## config.mk

```make
export PLATFORM = sky130hd
export DESIGN_NAME = service_name_registry_unit_flat
export DESIGN_NICKNAME = d
export VERILOG_FILES = /design/src/sv/snr_pkg.sv /design/src/sv/snr_req_if.sv /design/src/sv/snr_rsp_if.sv /design/src/sv/snr_ram.sv /design/src/sv/service_name_registry_unit.sv /design/src/flat_wrapper.sv
export SDC_FILE = /design/constraint.sdc
export NUM_CORES = 2
export LEC_CHECK = 0
export BUFFER_PORTS_ARGS = -buffer_cell sky130_fd_sc_hd__buf_2
export CAP_MARGIN = 10
export CORE_ASPECT_RATIO = 1.4
export CORE_MARGIN = 2
export CORE_UTILIZATION = 40
export CTS_CLUSTER_SIZE = 30
export DETAILED_ROUTE_END_ITERATION = 10
export HOLD_SLACK_MARGIN = 0.06
export PLACE_DENSITY = 0.51
export SYNTH_ARGS = -nofsm -noshare
export SYNTH_HDL_FRONTEND = slang
export SYNTH_HIERARCHICAL = 1
export SYNTH_SLANG_ARGS = --single-unit
```

## constraint.sdc

```tcl
create_clock -name clk_i -period 23.3 [get_ports clk_i]
set_input_delay 4.66 -clock clk_i [delete_from_list [all_inputs] [get_ports clk_i]]
set_output_delay 4.66 -clock clk_i [all_outputs]
set_load 0.01 [all_outputs]
```

## src/sv/snr_pkg.sv

```systemverilog
package snr_pkg;

  localparam int unsigned TABLE_ENTRIES = 16;
  localparam int unsigned IDX_W = (TABLE_ENTRIES > 1) ? $clog2(TABLE_ENTRIES) : 1;
  localparam int unsigned CNT_W = $clog2(TABLE_ENTRIES + 1);

  localparam logic [1:0] CMD_REGISTER = 2'd0;
  localparam logic [1:0] CMD_LOOKUP   = 2'd1;
  localparam logic [1:0] CMD_SPARE0   = 2'd2;
  localparam logic [1:0] CMD_SPARE1   = 2'd3;

  typedef enum logic [2:0] {
    STATUS_REGISTERED  = 3'd0,
    STATUS_REG_FAILED  = 3'd1,
    STATUS_FOUND       = 3'd2,
    STATUS_NO_MATCH    = 3'd3,
    STATUS_BAD_COMMAND = 3'd4
  } status_e;

  typedef enum logic [1:0] {
    ST_IDLE,
    ST_SCAN,
    ST_DONE
  } state_e;

  typedef struct packed {
    logic [31:0] name;
    logic [31:0] handle;
    logic [31:0] owner;
  } entry_t;

  localparam int unsigned ENTRY_W = $bits(entry_t);

endpackage

```

## src/sv/snr_req_if.sv

```systemverilog
interface snr_req_if;
  logic        valid;
  logic        ready;
  logic [1:0]  command;
  logic [31:0] service_name;
  logic [31:0] service_handle;
  logic [31:0] requester_id;

  modport source (output valid, command, service_name, service_handle, requester_id,
                  input ready);
  modport sink   (input valid, command, service_name, service_handle, requester_id,
                  output ready);
endinterface

```

## src/sv/snr_rsp_if.sv

```systemverilog
interface snr_rsp_if;
  logic        valid;
  logic        ready;
  logic [2:0]  status;
  logic [31:0] found_handle;
  logic [31:0] found_owner;

  modport source (output valid, status, found_handle, found_owner, input ready);
  modport sink   (input valid, status, found_handle, found_owner, output ready);
endinterface

```

## src/sv/snr_ram.sv

```systemverilog
module snr_ram #(
  parameter int unsigned WIDTH = 32,
  parameter int unsigned DEPTH = 16,
  parameter int unsigned AW    = (DEPTH > 1) ? $clog2(DEPTH) : 1
) (
  input  logic             clk_i,
  input  logic             we_i,
  input  logic [AW-1:0]    waddr_i,
  input  logic [WIDTH-1:0] wdata_i,
  input  logic             re_i,
  input  logic [AW-1:0]    raddr_i,
  output logic [WIDTH-1:0] rdata_o
);

  logic [WIDTH-1:0] mem_q [DEPTH];

  always_ff @(posedge clk_i) begin
    if (we_i) begin
      mem_q[waddr_i] <= wdata_i;
    end
    if (re_i) begin
      rdata_o <= mem_q[raddr_i];
    end
  end

endmodule

```

## src/sv/service_name_registry_unit.sv

```systemverilog
// channel  dir  handshake     word
// req_i    in   valid/ready   command, service_name, service_handle, requester_id
// rsp_o    out  valid/ready   status, found_handle, found_owner
//
// one request at a time; between accept and result, register and lookup walk
// the table ram one entry a cycle
// unsupported commands go straight to the done state, no table walk
// reset clears the per-entry valid bits at once, so no clearing pass is needed
// a result waits in the output register; the next request is taken meanwhile
// and its result stalls in the done state until the register is free
module service_name_registry_unit (
  input  logic clk_i,
  input  logic rst_ni,
  snr_req_if.sink   req_i,
  snr_rsp_if.source rsp_o
);

  localparam int unsigned N     = snr_pkg::TABLE_ENTRIES;
  localparam int unsigned IDX_W = snr_pkg::IDX_W;
  localparam int unsigned CNT_W = snr_pkg::CNT_W;

  snr_pkg::state_e state_q, state_d;

  logic [1:0]  cmd_q;
  logic [31:0] name_q, handle_q, owner_q;

  logic [CNT_W-1:0] rd_cnt_q;
  logic             cmp_vld_q;
  logic [IDX_W-1:0] cmp_idx_q;
  logic [N-1:0]     valid_q;

  logic             hit_q;
  logic [31:0]      hit_handle_q, hit_owner_q;
  logic             free_found_q;
  logic [IDX_W-1:0] free_idx_q;

  logic             rsp_valid_q;
  snr_pkg::status_e rsp_status_q;
  logic [31:0]      rsp_handle_q, rsp_owner_q;

  logic             accept;
  logic             rd_en;
  logic             last_cmp;
  logic             rsp_free;
  logic             finish;
  logic             reg_ok;
  logic             ram_we;
  snr_pkg::entry_t  ram_wdata;
  snr_pkg::entry_t  ram_rdata;
  logic [snr_pkg::ENTRY_W-1:0] ram_rdata_raw;

  assign ram_rdata = snr_pkg::entry_t'(ram_rdata_raw);
  assign ram_wdata = '{name: name_q, handle: handle_q, owner: owner_q};

  assign last_cmp = cmp_vld_q && (cmp_idx_q == IDX_W'(N - 1));
  assign rsp_free = !rsp_valid_q || rsp_o.ready;
  assign reg_ok   = (cmd_q == snr_pkg::CMD_REGISTER) && (handle_q != 32'd0)
                    && !hit_q && free_found_q;

  // control outputs
  always_comb begin
    req_i.ready = 1'b0;
    rd_en       = 1'b0;
    finish      = 1'b0;
    ram_we      = 1'b0;
    case (state_q)
      snr_pkg::ST_IDLE: begin
        req_i.ready = 1'b1;
      end
      snr_pkg::ST_SCAN: begin
        rd_en = rd_cnt_q < CNT_W'(N);
      end
      snr_pkg::ST_DONE: begin
        finish = rsp_free;
        ram_we = rsp_free && reg_ok;
      end
      default: begin
        req_i.ready = 1'b0;
      end
    endcase
  end

  assign accept = req_i.valid && req_i.ready;

  // next state
  always_comb begin
    state_d = state_q;
    case (state_q)
      snr_pkg::ST_IDLE: begin
        if (accept) begin
          if ((req_i.command == snr_pkg::CMD_REGISTER) ||
              (req_i.command == snr_pkg::CMD_LOOKUP)) begin
            state_d = snr_pkg::ST_SCAN;
          end else begin
            state_d = snr_pkg::ST_DONE;
          end
        end
      end
      snr_pkg::ST_SCAN: begin
        if (last_cmp) begin
          state_d = snr_pkg::ST_DONE;
        end
      end
      snr_pkg::ST_DONE: begin
        if (finish) begin
          state_d = snr_pkg::ST_IDLE;
        end
      end
      default: begin
        state_d = snr_pkg::ST_IDLE;
      end
    endcase
  end

  snr_ram #(
    .WIDTH (snr_pkg::ENTRY_W),
    .DEPTH (N)
  ) u_table (
    .clk_i   (clk_i),
    .we_i    (ram_we),
    .waddr_i (free_idx_q),
    .wdata_i (ram_wdata),
    .re_i    (rd_en),
    .raddr_i (rd_cnt_q[IDX_W-1:0]),
    .rdata_o (ram_rdata_raw)
  );

  always_ff @(posedge clk_i or negedge rst_ni) begin
    if (!rst_ni) begin
      state_q      <= snr_pkg::ST_IDLE;
      rd_cnt_q     <= '0;
      cmp_vld_q    <= 1'b0;
      valid_q      <= '0;
      hit_q        <= 1'b0;
      free_found_q <= 1'b0;
      rsp_valid_q  <= 1'b0;
    end else begin
      state_q   <= state_d;
      cmp_vld_q <= rd_en;
      if (accept) begin
        rd_cnt_q     <= '0;
        hit_q        <= 1'b0;
        free_found_q <= 1'b0;
      end
      if (rd_en) begin
        rd_cnt_q <= rd_cnt_q + CNT_W'(1);
      end
      if (cmp_vld_q) begin
        if (valid_q[cmp_idx_q] && (ram_rdata.name == name_q)) begin
          hit_q <= 1'b1;
        end
        if (!valid_q[cmp_idx_q] && !free_found_q) begin
          free_found_q <= 1'b1;
        end
      end
      if (ram_we) begin
        valid_q[free_idx_q] <= 1'b1;
      end
      if (finish) begin
        rsp_valid_q <= 1'b1;
      end else if (rsp_o.ready) begin
        rsp_valid_q <= 1'b0;
      end
    end
  end

  // payload
  always_ff @(posedge clk_i) begin
    if (accept) begin
      cmd_q    <= req_i.command;
      name_q   <= req_i.service_name;
      handle_q <= req_i.service_handle;
      owner_q  <= req_i.requester_id;
    end
    if (rd_en) begin
      cmp_idx_q <= rd_cnt_q[IDX_W-1:0];
    end
    if (cmp_vld_q) begin
      if (valid_q[cmp_idx_q] && (ram_rdata.name == name_q)) begin
        hit_handle_q <= ram_rdata.handle;
        hit_owner_q  <= ram_rdata.owner;
      end
      if (!valid_q[cmp_idx_q] && !free_found_q) begin
        free_idx_q <= cmp_idx_q;
      end
    end
    if (finish) begin
      rsp_handle_q <= '0;
      rsp_owner_q  <= '0;
      if (cmd_q == snr_pkg::CMD_REGISTER) begin
        rsp_status_q <= reg_ok ? snr_pkg::STATUS_REGISTERED : snr_pkg::STATUS_REG_FAILED;
      end else if (cmd_q == snr_pkg::CMD_LOOKUP) begin
        if (hit_q) begin
          rsp_status_q <= snr_pkg::STATUS_FOUND;
          rsp_handle_q <= hit_handle_q;
          rsp_owner_q  <= hit_owner_q;
        end else begin
          rsp_status_q <= snr_pkg::STATUS_NO_MATCH;
        end
      end else begin
        rsp_status_q <= snr_pkg::STATUS_BAD_COMMAND;
      end
    end
  end

  assign rsp_o.valid        = rsp_valid_q;
  assign rsp_o.status       = rsp_status_q;
  assign rsp_o.found_handle = rsp_handle_q;
  assign rsp_o.found_owner  = rsp_owner_q;

  a_write_in_done : assert property (@(posedge clk_i) disable iff (!rst_ni)
    ram_we |-> (state_q == snr_pkg::ST_DONE))
    else $error("table write outside done state");

  a_write_free_slot : assert property (@(posedge clk_i) disable iff (!rst_ni)
    ram_we |-> !valid_q[free_idx_q])
    else $error("table write over an occupied slot");

  a_rsp_from_done : assert property (@(posedge clk_i) disable iff (!rst_ni)
    $rose(rsp_valid_q) |-> ($past(state_q) == snr_pkg::ST_DONE))
    else $error("result raised without a finished request");

  a_found_nonzero : assert property (@(posedge clk_i) disable iff (!rst_ni)
    (rsp_valid_q && (rsp_status_q == snr_pkg::STATUS_FOUND)) |-> (rsp_handle_q != 32'd0))
    else $error("found result with a zero handle");

endmodule

```

## src/flat_wrapper.sv

```systemverilog
// flat-port wrapper written by rule: the top's interface ports become plain ports
module service_name_registry_unit_flat 
  (clk_i, rst_ni, req_i_valid, req_i_command, req_i_service_name, req_i_service_handle, req_i_requester_id, req_i_ready, rsp_o_valid, rsp_o_status, rsp_o_found_handle, rsp_o_found_owner, rsp_o_ready);
  snr_req_if req_i_i ();
  snr_rsp_if rsp_o_i ();
  input  logic clk_i;
  input  logic rst_ni;
  input wire logic [$bits(req_i_i.valid)-1:0] req_i_valid;
  input wire logic [$bits(req_i_i.command)-1:0] req_i_command;
  input wire logic [$bits(req_i_i.service_name)-1:0] req_i_service_name;
  input wire logic [$bits(req_i_i.service_handle)-1:0] req_i_service_handle;
  input wire logic [$bits(req_i_i.requester_id)-1:0] req_i_requester_id;
  output wire logic [$bits(req_i_i.ready)-1:0] req_i_ready;
  output wire logic [$bits(rsp_o_i.valid)-1:0] rsp_o_valid;
  output wire logic [$bits(rsp_o_i.status)-1:0] rsp_o_status;
  output wire logic [$bits(rsp_o_i.found_handle)-1:0] rsp_o_found_handle;
  output wire logic [$bits(rsp_o_i.found_owner)-1:0] rsp_o_found_owner;
  input wire logic [$bits(rsp_o_i.ready)-1:0] rsp_o_ready;
  assign req_i_i.valid = req_i_valid;
  assign req_i_i.command = req_i_command;
  assign req_i_i.service_name = req_i_service_name;
  assign req_i_i.service_handle = req_i_service_handle;
  assign req_i_i.requester_id = req_i_requester_id;
  assign req_i_ready = req_i_i.ready;
  assign rsp_o_valid = rsp_o_i.valid;
  assign rsp_o_status = rsp_o_i.status;
  assign rsp_o_found_handle = rsp_o_i.found_handle;
  assign rsp_o_found_owner = rsp_o_i.found_owner;
  assign rsp_o_i.ready = rsp_o_ready;
  service_name_registry_unit u_core (.clk_i(clk_i), .rst_ni(rst_ni), .req_i(req_i_i), .rsp_o(rsp_o_i));
endmodule
```

==> results.yml <==
setup_path:
  crit_path_max_fanout: 49
  r2r_slack_ns: 17.94
  end_kind: "register"
  critPathMaxStageDelay_ns: 0.94
  required_ns: 23.76
  critPathBufInv: 3
  rr_worst_depth: 8
  r2r_start: "u_core/handle_q[15]"
  worstPathArrival_ns: 8.63
  cp_top_family: "simple AND/OR/NAND/NOR gates"
  r2r_end: "u_core/u_table/mem_q[11][5]"
  cp-start-kind: "input port"
  cp_cell_sequence: "buf_2 > nand2b_1 > nand2b_1 > nor3_1 > nand3b_1 > nor2_4 > buf_4 > buf_4"
  critPathKind: "input port to register"
  critPathSlowestCell: "buf_4"
placement:
  gp_congestion: 0.7178
  port_buffers: 170
  hpwl_mm: 84.73
  dp.cells: 5318
worst_hold_path:
  hp-class: "register to register"
  worstHoldStart: "u_core/u_table/rdata_o[24]"
  whs_endpoint: "u_core/hit_owner_q[24]"
  hold_depth: 0
timing:
  max_slew.worst_pin.slew_ns: 1.185
  tns_ns: 0
  holdWs_ns: 0.3932
  period_share_pct: 35.08
  final_max_slew_viol_count: 0
  max_slew_margin_pct: 21.02
  timing.fmax_mhz: 122.3
  finalWorstPathRequiredPeriod_ns: 8.174
  skew_ns: 0.04968
  hold_violations: 0
  setup_viol: 0
  rsz0062_at_grt: "no"
drt:
  vias_per_cell: 5.493
  drc: 0
  drt_iter0_drc: 2754
  first_pass_iters: 5
  drt-total-wl_mm: 161.3
  wl_per_cell_um: 28.53
  ant_nets: 0
  detailroute.via_count: 31044
logic_synthesis:
  synth-async-reset-ratio_pct: 1.424
  syn-cell-area_um2: 69560
  synth_area_leaders: "edfxtp_1 81%, mux4_2 12%, a22oi_1 2.1%"
  synth_nets: 3031
  syn_avg_cell_area_um2: 23.76
  synth_most_common_cell: "edfxtp_1"
  seq_area_frac_synth_pct: 81.66
  ys_ff_latch: 1896
  synth.top_cell.area_share_pct: 80.69
  synth_area_leader_cell: "edfxtp_1"
  ys_top_cells_by_count: "1869 x edfxtp_1, 385 x mux4_2, 193 x a22oi_1"
  syn_inst: 2928
  synth_warnings: 6
  synth.distinct_cells: 40
  synth_edf_count: 1869
  synthFlopType: "edfxtp_1"
die:
  rows: 181
  initial_core_util_pct: 40.15
  die_x_um: 356.4
  core_um2: 173200
  io_pins: 171
  die_h_um: 497.4
  dieArea_um2: 177300
cts:
  path_clk_slew_ns: 0.06
  cts_hold_buffers: 0
  cts_buffers: 183
  clock_sinks: 1896
  cts_tree: "built"
  post_cts_resized: 0
  cts_root_buffer: "clkbuf_16"
  cts_max_level: 4
  clk_latency_ns: 0.84
  clockBufferDepth: 3
  cts_setup_buffers: 0
final_layout:
  final_core_util_pct: 45.82
  fin_cells: 5652
  drive_gt1_share_pct: 27.18
  fin_nets: 3319
  areaGrowthSynthToFinish_pct: 14.12
global_routing:
  grt_max_degree: 114
  antenna_found_initial: 9
  grt_use_total_pct: 18.32
  grt_pass1_wl_mm: 234.8
  grt-ovfl-total: 0
  grt_pass1_vias: 33635
run_status:
  outcome: "finished, final reports clean"
pwr:
  power_density_nw_per_um2: 111.2
  ir_drop_mv: 0.2375
  power.total_uw: 8826
  p_leak_uw: 0.02507
job:
  max_cap_violations: 0
==> per-layer routing <==
metal	vias to the layer above	share of wire (%)	track usage [%]
met1	16834	42	24.55
li1	13043	-	-
met2	933	51	30.95
met5	-	0.0081	0
met4	2	2.2	5.057
met3	232	5.3	2.995
==> flip-flops by register name, summed over array words and instances, names as in the netlist, 16 cells and up <==
register                   count
u_core/hit_owner_q            32
u_core/rsp_o.found_handle     32
u_core/owner_q                32
u_core/handle_q               32
u_core/name_q                 32
u_core/valid_q                16
u_core/u_table/rdata_o        96
u_core/rsp_o.found_owner      32
u_core/u_table/mem_q        1536
u_core/hit_handle_q           32
==> power breakdown <==
part	total, uW	switching (uW)	internal [uW]
combinational	1510	814	695
sequential	4310	208	4100
clock	3010	1280	1730
==> worst reg2reg max path, stage by stage, from the launching register on <==
cell      delay (ns)
edfxtp_1        0.76
nor4_1          0.20
nand4_1         0.31
o21ai_1         0.20
nor3_1          0.72
nand3b_1        0.45
nor2_4          0.65
buf_4           0.95
buf_4           0.69
==> final cells by class <==
class	instances	area, um2
clock buffers	232	4827
fillers	14331	93870
inverters	4	22.52
repair buffers	248	1474
flip-flops and latches	1896	56810
multi-input cells	883	12100
diodes	2	5.005
clock inverters	100	1274
well taps	2287	2861
==> kinds of logic after synthesis <==
kind of cell / Yosys count / synth area share, %
XOR/XNOR: 32 / 0.4029
buffers and inverters: 149 / 1.153
AO/OA/AOI/OAI: 219 / 2.367
adder cells (fa/ha/maj): 1 / 0.01799
AND/OR/NAND/NOR: 240 / 1.748
flip-flops: 1896 / 81.66
multiplexers: 391 / 12.65
==> cells in the final DEF (no fill, tap or decap), types with 10 or more instances in the layout <==
cell type and instances:
edfxtp_1 1869, mux4_2 385, a22oi_1 193, clkbuf_16 186, buf_2 170, nand2_1 103
buf_4 75, and3_1 67, clkbuf_1 46, clkinv_1 39, xnor2_1 28, dfrtp_1 24
bufinv_16 23, clkinv_2 17, nor2_4 13, nor4_1 10, a31o_1 10
==> how the worst max path moves through the flow <==
stage	startpoint	endpoint	slack [ns]	cells after the start
2_1_floorplan	rsp_o_ready	u_core/u_table/mem_q[0][0]	10.41	5
3_3_place_gp	rsp_o_ready	u_core/u_table/mem_q[11][0]	14.27	8
3_5_place_dp	rsp_o_ready	u_core/u_table/mem_q[11][0]	14.30	8
4_1_cts	rsp_o_ready	u_core/u_table/mem_q[11][72]	15.18	8
5_1_grt	rsp_o_ready	u_core/u_table/mem_q[11][7]	14.98	8
6_report	rsp_o_ready	u_core/u_table/mem_q[11][5]	15.13	8
==> metrics by stage <==
stage               setup WS [ns]  area, um2
floorplan                   10.41      69560
global placement            14.27      73270
detailed placement          14.30      73270
CTS                         15.18      79370
global route                14.98      79370
finish                      15.13      79380
Power figures use the tool's default switching activity.
